File: config.mk
export PLATFORM = sky130hd
export DESIGN_NAME = msgpack_integer_encoder_core
export DESIGN_NICKNAME = d
export VERILOG_FILES = /design/src/sv/mpie_pkg.sv /design/src/sv/mpie_classify.sv /design/src/sv/mpie_queue.sv /design/src/sv/mpie_serialize.sv /design/src/sv/msgpack_integer_encoder_core.sv
export SDC_FILE = /design/constraint.sdc
export NUM_CORES = 1
export LEC_CHECK = 0
export BUFFER_PORTS_ARGS = -buffer_cell sky130_fd_sc_hd__buf_2
export CORE_MARGIN = 3
export CORE_UTILIZATION = 40
export DETAILED_ROUTE_END_ITERATION = 16
export GPL_TIMING_DRIVEN = 0
export PLACE_DENSITY = 0.59
export SLEW_MARGIN = 20
export SYNTH_ARGS = -nofsm -noshare
export SYNTH_HDL_FRONTEND = slang
export SYNTH_HIERARCHICAL = 1
export SYNTH_SLANG_ARGS = --single-unit
File: constraint.sdc
create_clock -name i_clk -period 4.6 [get_ports i_clk]
set_input_delay 0.69 -clock i_clk [delete_from_list [all_inputs] [get_ports i_clk]]
set_output_delay 0.69 -clock i_clk [all_outputs]
set_load 0.01 [all_outputs]
File: src/sv/mpie_pkg.sv
// ----------------------------------------------------------------------------
// mpie_pkg
// shared types and constants of the msgpack integer encoder
// ----------------------------------------------------------------------------
`default_nettype none

package mpie_pkg;

    // messagepack type bytes
    localparam logic [7:0] FMT_U16 = 8'hcd;
    localparam logic [7:0] FMT_U32 = 8'hce;
    localparam logic [7:0] FMT_U64 = 8'hcf;
    localparam logic [7:0] FMT_I8  = 8'hd0;
    localparam logic [7:0] FMT_I16 = 8'hd1;
    localparam logic [7:0] FMT_I32 = 8'hd2;
    localparam logic [7:0] FMT_I64 = 8'hd3;

    // encoding mode
    localparam logic FUNC_UNSIGNED = 1'b0;

    // queue between classifier and serializer
    localparam int QUEUE_DEPTH = 2;
    localparam int QUEUE_AW    = $clog2(QUEUE_DEPTH);
    localparam int QUEUE_CW    = $clog2(QUEUE_DEPTH + 1);

    // classified item: first byte, payload length, payload left-aligned
    typedef struct packed {
        logic [7:0]  type_byte;
        logic [3:0]  nbytes;
        logic [63:0] payload;
    } t_entry;

endpackage

`default_nettype wire

File: src/sv/mpie_classify.sv
// ----------------------------------------------------------------------------
// mpie_classify
// picks the smallest messagepack integer format and left-aligns the payload
// ----------------------------------------------------------------------------
`default_nettype none

module mpie_classify
    import mpie_pkg::*;
(
    input  wire logic        i_func,
    input  wire logic [63:0] i_value,
    output t_entry           o_entry
);

    logic hi7_zero, hi16_zero, hi32_zero;
    logic hi5_ones, fits8, fits16, fits32;
    logic [7:0]  enc_type;
    logic [3:0]  enc_len;
    logic [63:0] enc_payload;

    assign hi7_zero  = (i_value[63:7] == '0);
    assign hi16_zero = (i_value[63:16] == '0);
    assign hi32_zero = (i_value[63:32] == '0);
    assign hi5_ones  = (i_value[63:5] == '1);
    // signed fits: all bits above the sign bit equal the sign bit
    assign fits8  = (i_value[63:7] == '0) || (i_value[63:7] == '1);
    assign fits16 = (i_value[63:15] == '0) || (i_value[63:15] == '1);
    assign fits32 = (i_value[63:31] == '0) || (i_value[63:31] == '1);

    always_comb begin
        enc_type = i_value[7:0];
        enc_len  = 4'd0;
        if (i_func == FUNC_UNSIGNED) begin
            priority if (hi7_zero) begin
                enc_type = i_value[7:0];
                enc_len  = 4'd0;
            end else if (hi16_zero) begin
                enc_type = FMT_U16;
                enc_len  = 4'd2;
            end else if (hi32_zero) begin
                enc_type = FMT_U32;
                enc_len  = 4'd4;
            end else begin
                enc_type = FMT_U64;
                enc_len  = 4'd8;
            end
        end else begin
            // fixint covers -32..127
            priority if (hi7_zero || hi5_ones) begin
                enc_type = i_value[7:0];
                enc_len  = 4'd0;
            end else if (fits8) begin
                enc_type = FMT_I8;
                enc_len  = 4'd1;
            end else if (fits16) begin
                enc_type = FMT_I16;
                enc_len  = 4'd2;
            end else if (fits32) begin
                enc_type = FMT_I32;
                enc_len  = 4'd4;
            end else begin
                enc_type = FMT_I64;
                enc_len  = 4'd8;
            end
        end
    end

    // payload moved to the top so the serializer always takes bits 63:56
    always_comb begin
        unique case (enc_len)
            4'd1:    enc_payload = {i_value[7:0], 56'd0};
            4'd2:    enc_payload = {i_value[15:0], 48'd0};
            4'd4:    enc_payload = {i_value[31:0], 32'd0};
            default: enc_payload = i_value;
        endcase
    end

    assign o_entry = {enc_type, enc_len, enc_payload};

endmodule

`default_nettype wire

File: src/sv/mpie_queue.sv
// ----------------------------------------------------------------------------
// mpie_queue
// short first-in first-out queue of classified items
// ----------------------------------------------------------------------------
`default_nettype none

module mpie_queue
    import mpie_pkg::*;
(
    input  wire logic i_clk,
    input  wire logic i_rst_n,
    input  wire logic i_wr,
    input  t_entry    i_wr_entry,
    output logic      o_full,
    input  wire logic i_rd,
    output logic      o_valid,
    output t_entry    o_rd_entry
);

    t_entry                r_mem [QUEUE_DEPTH];
    logic [QUEUE_AW-1:0]   r_wr_ptr, r_rd_ptr;
    logic [QUEUE_CW-1:0]   r_count, n_count;
    logic                  do_wr, do_rd;

    assign o_full     = (r_count == QUEUE_CW'(QUEUE_DEPTH));
    assign o_valid    = (r_count != '0);
    assign o_rd_entry = r_mem[r_rd_ptr];
    assign do_wr      = i_wr && !o_full;
    assign do_rd      = i_rd && o_valid;

    always_comb begin
        n_count = r_count;
        if (do_wr && !do_rd) begin
            n_count = r_count + 1'b1;
        end else if (do_rd && !do_wr) begin
            n_count = r_count - 1'b1;
        end
    end

    always_ff @(posedge i_clk) begin
        if (!i_rst_n) begin
            r_wr_ptr <= '0;
            r_rd_ptr <= '0;
            r_count  <= '0;
        end else begin
            r_count <= n_count;
            if (do_wr) begin
                r_wr_ptr <= (r_wr_ptr == QUEUE_AW'(QUEUE_DEPTH - 1)) ? '0 : r_wr_ptr + 1'b1;
            end
            if (do_rd) begin
                r_rd_ptr <= (r_rd_ptr == QUEUE_AW'(QUEUE_DEPTH - 1)) ? '0 : r_rd_ptr + 1'b1;
            end
        end
    end

    always_ff @(posedge i_clk) begin
        if (do_wr) begin
            r_mem[r_wr_ptr] <= i_wr_entry;
        end
    end

endmodule

`default_nettype wire

File: src/sv/mpie_serialize.sv
// ----------------------------------------------------------------------------
// mpie_serialize
// turns queued items into a byte stream held in an output register
// ----------------------------------------------------------------------------
`default_nettype none

module mpie_serialize
    import mpie_pkg::*;
(
    input  wire logic       i_clk,
    input  wire logic       i_rst_n,
    input  wire logic       i_q_valid,
    input  t_entry          i_q_entry,
    output logic            o_q_rd,
    output logic            o_out_valid,
    output logic [7:0]      o_out_byte,
    output logic            o_last,
    input  wire logic       i_out_take
);

    logic        r_busy, n_busy;
    logic [3:0]  r_rem, n_rem;
    logic [63:0] r_sh, n_sh;
    logic        r_ovalid, n_ovalid;
    logic [7:0]  r_byte, n_byte;
    logic        r_last, n_last;
    logic        can_load;

    assign can_load    = !r_ovalid || i_out_take;
    assign o_out_valid = r_ovalid;
    assign o_out_byte  = r_byte;
    assign o_last      = r_last;

    always_comb begin
        n_busy   = r_busy;
        n_rem    = r_rem;
        n_sh     = r_sh;
        n_ovalid = r_ovalid;
        n_byte   = r_byte;
        n_last   = r_last;
        o_q_rd   = 1'b0;
        if (can_load) begin
            n_ovalid = 1'b0;
            if (r_busy) begin
                // payload byte, most significant first
                n_ovalid = 1'b1;
                n_byte   = r_sh[63:56];
                n_last   = (r_rem == 4'd1);
                n_sh     = {r_sh[55:0], 8'd0};
                n_rem    = r_rem - 4'd1;
                n_busy   = (r_rem != 4'd1);
            end else if (i_q_valid) begin
                // type byte or fixint
                o_q_rd   = 1'b1;
                n_ovalid = 1'b1;
                n_byte   = i_q_entry.type_byte;
                n_last   = (i_q_entry.nbytes == 4'd0);
                n_sh     = i_q_entry.payload;
                n_rem    = i_q_entry.nbytes;
                n_busy   = (i_q_entry.nbytes != 4'd0);
            end
        end
    end

    always_ff @(posedge i_clk) begin
        if (!i_rst_n) begin
            r_busy   <= 1'b0;
            r_ovalid <= 1'b0;
        end else begin
            r_busy   <= n_busy;
            r_ovalid <= n_ovalid;
        end
    end

    always_ff @(posedge i_clk) begin
        r_rem  <= n_rem;
        r_sh   <= n_sh;
        r_byte <= n_byte;
        r_last <= n_last;
    end

endmodule

`default_nettype wire

File: src/sv/msgpack_integer_encoder_core.sv
// ----------------------------------------------------------------------------
// msgpack_integer_encoder_core
// messagepack encoder for one 64-bit integer, unsigned or signed
// ----------------------------------------------------------------------------
// Each pushed item (i_func, i_value) comes out as its messagepack encoding,
// one byte per popped item: the type byte first, then the payload
// big-endian, with o_last high on the final byte. Unsigned values 0..127 and
// signed values -32..127 are a single fixint byte; otherwise the smallest of
// uint16/uint32/uint64 (uint8 is never used) or int8/int16/int32/int64 is
// chosen, so an item takes 1, 2, 3, 5 or 9 bytes. Sustained throughput is
// one byte per clock while pop stays high and items are waiting; the
// serializer moves one byte per cycle into the output register. The input
// side classifies in the cycle of the push and files the item into a
// two-deep queue, so pushes are taken back to back while earlier items are
// still being sent, until the queue is full. With an idle output the item
// is first written into the queue, then its first byte is loaded into the
// output register, from which it can be popped.
// ----------------------------------------------------------------------------
`default_nettype none

module msgpack_integer_encoder_core
    import mpie_pkg::*;
(
    input  wire logic        i_clk,
    input  wire logic        i_rst_n,
    // input side
    input  wire logic        push,
    output logic             full,
    input  wire logic        i_func,
    input  wire logic [63:0] i_value,
    // result side
    output logic             empty,
    input  wire logic        pop,
    output logic [7:0]       o_out_byte,
    output logic             o_last
);

    // classified item headed for the queue
    t_entry cls_entry;
    // head of the queue, seen by the serializer
    t_entry q_entry;
    logic   q_valid;
    logic   q_rd;
    logic   out_valid;

    // front: format selection and payload alignment
    mpie_classify u_classify (
        .i_func  (i_func),
        .i_value (i_value),
        .o_entry (cls_entry)
    );

    // decoupling queue, full stalls the pusher
    mpie_queue u_queue (
        .i_clk      (i_clk),
        .i_rst_n    (i_rst_n),
        .i_wr       (push),
        .i_wr_entry (cls_entry),
        .o_full     (full),
        .i_rd       (q_rd),
        .o_valid    (q_valid),
        .o_rd_entry (q_entry)
    );

    // back: byte serializer with registered output
    mpie_serialize u_serialize (
        .i_clk       (i_clk),
        .i_rst_n     (i_rst_n),
        .i_q_valid   (q_valid),
        .i_q_entry   (q_entry),
        .o_q_rd      (q_rd),
        .o_out_valid (out_valid),
        .o_out_byte  (o_out_byte),
        .o_last      (o_last),
        .i_out_take  (pop)
    );

    // output looks like a queue: empty while no byte is waiting
    assign empty = !out_valid;

endmodule

`default_nettype wire

==> flow_summary_export.csv <==
group,metric,value,unit
power_and_ir_drop,power,6.85,mW
grt,vias_in_the_first_global_route,6429,
layout,final_cell_count_no_fill,1098,
critical_path,timing.critical_path.required,4860,ps
power_and_ir_drop,p_leak,4.26,nW
synth,synth-edff-count,229,
sta,clock_skew,9.61,ps
route,final_antenna_net_count,0,
floorplanning,die_height,167,um
layout,finalNetCount,823,
synth,post_synth.cell_area_avg,16.3,um2
synth,unique_masters_post_synth,54,
route,detail_route.wl_per_cell,24.3,um
power_and_ir_drop,pwr-share-comb,0.248,
layout,stdcell_area,0.0121,mm2
grt,all_layer_global_routing_usage,0.188,
synth,netlist_area,0.0104,mm2
cts,cts_sinks,236,
layout,mostFrequentLayoutCells,"229 x edfxtp_1, 101 x mux2_2, 90 x buf_2",
cts,cts_post_setup_buffers_inserted,0,
placed_design,place_hpwl,19.2,mm
route,drcViolationCount,0,
floorplanning,dieArea,0.0280,mm2
power_and_ir_drop,internal_power,4.96,mW
cts,clk_pin_slew_worst_paths,60,ps
synth,synth_warnings,6,
cts,cts.hold.buffers_added,0,
critical_path,timing.critical_path.fanout_max,10,
synth,synth_top_family_by_area,"multiplexers",
sta,fmax_achieved,297,MHz
grt,grt_antenna_before_repair,2,
cts,clock_tree_from_tritoncts,"done",
layout,layout_commonest_cell,"edfxtp_1",
synth,yosys_register_bits,236,
power_and_ir_drop,share_clk_of_total_power,0.265,
floorplanning,floorplan.initialDensity,0.410,
synth,synth_compound_area_frac,0.0572,
grt,grt_remaining_overflow,0,
critical_path,worst_reg_to_reg_setup_slack,2410,ps
synth,synth_seq_area_share,0.673,
min_path,hold_path.class,"in -> reg",
layout,share_of_post_route_cells_with_drive_strength_above_1,0.336,
power_and_ir_drop,net_switching_power_figure,1.89,mW
synth,synth_fp_nets,711,
placed_design,dp_cell_count,1054,
cts,cts_root_buf,"clkbuf_16",
layout,area_growth_syn_to_layout,16.2,%
cts,insertion_delay,520,ps
placed_design,io_buffers,78,
cts,cts_buf_count,25,
sta,period_needed,3370,ps
critical_path,worst-endpoint-arrival,3630,ps
critical_path,worstSetupEndpointType,"register",
layout,ff_latch_area,0.00702,mm2
sta,worst_slack,1230,ps
power_and_ir_drop,power_switching_share,0.276,
placed_design,placement.cell_area,0.0114,mm2
sta,grt_setup_unrepaired,"false",
critical_path,crit_path_start_kind,"input port",
layout,multi_input_comb_area,0.00318,mm2
placed_design,dpl_worst_slack,832,ps
synth,post-synth-top-area-fraction,0.660,
sta,fraction_of_the_cycle_the_final_worst_path_needs,0.732,
power_and_ir_drop,powerDensity,566,mW/mm2
job,max_cap_viol_count,0,
synth,syn_inst,639,
route,drt-pass1-iter-count,5,
route,vias,6208,
critical_path,path_class,"in -> reg",
route,detail_route.iter0.violations,553,
floorplanning,io-pin-count,80,
synth,synthesized_area_fraction_occupied_by_xor_and_xnor_cells,0.00420,
synth,async_flop_share,0,
power_and_ir_drop,ir_drop,0.323,mV
sta,setup_viol,0,
run_status,status,"completed",
sta,max_slew.worst_pin.slew,763,ps
floorplanning,core-area,0.0254,mm2
placed_design,place.gp.congestion,0.942,
grt,grt_pass1_wl,39.9,mm
sta,whs,440,ps
layout,fillerInstances,2217,
grt,grt_start_max_net_pins,40,
sta,count_of_final_hold_check_violations,0,
route,routed_wirelength,26.7,mm
synth,yosys-top-cells-area,"edfxtp_1 66%, mux2_2 11%, mux2_1 4.5%, a22o_1 2.5%, and2_1 2.0%",
synth,area_fraction_in_and_or_nand_and_nor_cells_after_synthesis,0.0764,
route,vias_per_cell,5.65,
floorplanning,count_of_standard_cell_rows,58,
cts,cts-resized-gates,0,
cts,h_tree_levels,1,
synth,post_synth_mux_area_share,0.162,
cts,cts-root-to-sink-buffers,3,
floorplanning,die_width,167,um
layout,diodes_inserted,0,
sta,relative_slew_margins,0.487,
synth,synth-adder-area-share,0.00360,
synth,synthFlopType,"edfxtp_1",
power_and_ir_drop,seqPwrFrac,0.487,
synth,post-synth-top-area-cell,"edfxtp_1",
sta,number_of_pins_with_negative_max_slew_slack_in_the_final_report,0,
-- path summary, 6_finish.rpt --
path,from,endpoint,depth (start not counted)
setup reg to reg,u_queue/r_count[0],u_queue/r_mem[0][51],6
hold / removal,i_rst_n,u_queue/r_wr_ptr,2
setup / recovery,i_value[60],u_queue/r_mem[0][62],10
hold reg to reg,u_queue/r_count[1],u_queue/r_count[1],2
-- synthesized netlist by cell type (2+ instances only) --
cell type / number
edfxtp_1: 229
mux2_2: 101
mux2_1: 42
and2_1: 34
a22o_1: 30
nand4_1: 20
nor4_1: 17
nor2_1: 15
a21o_1: 12
buf_2: 12
nand2_1: 11
buf_4: 10
inv_1: 9
nor2b_1: 9
a21oi_1: 8
a221o_1: 7
dfxtp_1: 7
buf_6: 5
nor3_1: 5
mux2_4: 4
xnor2_1: 4
and3_1: 3
ha_1: 3
nand2b_1: 3
or4_1: 3
a22oi_1: 2
and4_1: 2
clkbuf_1: 2
mux2i_1: 2
nand3_1: 2
o21a_1: 2
o21ai_0: 2
-- power groups by stage --
| stage | Clock [mW] | Combinational (mW) | Sequential (mW) |
|---|---|---|---|
| after global routing | 1.95 | 1.85 | 3.38 |
| after detailed placement | 0 | 1.72 | 3.38 |
| final | 1.82 | 1.70 | 3.34 |
| after CTS | 1.87 | 1.73 | 3.34 |
| after global placement | 0 | 1.59 | 3.45 |
| after floorplan | 0 | 1.12 | 3.35 |
-- routing by layer --
layer | wire [um] | track usage | vias to the layer above | share of wire
met5 | 21 | 0 | - | 0.00079
met4 | 662 | 0.0494 | 4 | 0.025
met3 | 2180 | 0.0361 | 50 | 0.082
met2 | 12300 | 0.300 | 297 | 0.46
met1 | 11500 | 0.267 | 3108 | 0.43
li1 | - | - | 2749 | -
-- cells by family (layout without fill, tap and decap cells) --
kind of cell,after synthesis,in the layout
adder cells (fa/ha/maj),3,3
flip-flops,236,236
buffers and inverters,40,169
AND/OR/NAND/NOR,133,133
AO/OA/AOI/OAI,73,73
XOR/XNOR,5,5
multiplexers,149,149
-- critical path, cell delays in order --
cell and delay (ps):
buf_2 140, nor4_1 280, nand3_1 260, nor3_1 580, and3_1 260, clkbuf_1 320
a21oi_4 90, nor3_4 440, buf_6 230, mux2_4 330
-- final cells by class --
cell class	instances	area share
tap	330	0.0341
multi-input combinational	363	0.263
buffer	30	0.0167
inverter	10	0.00310
clock buffer	33	0.0541
sequential	236	0.580
clock inverter	11	0.00682
timing repair buffer	85	0.0428
-- metrics by stage --
step | TNS (ps) | utilization
after global routing | 0 | 0.477
after CTS | 0 | 0.477
after detailed placement | 0 | 0.448
after floorplan | 0 | -
final | 0 | 0.477
after global placement | -129350 | 0.442
-- state kept, by name (all words and copies together), names as in the netlist, named ones only --
name                     cells
u_queue/r_count              2
u_serialize/o_last           1
u_serialize/o_out_valid      1
u_serialize/o_out_byte       8
u_serialize/r_busy           1
u_serialize/r_sh            64
u_serialize/r_rem            4
u_queue/r_wr_ptr             1
u_queue/r_rd_ptr             1
u_queue/r_mem              152
Power figures use the tool's default switching activity.
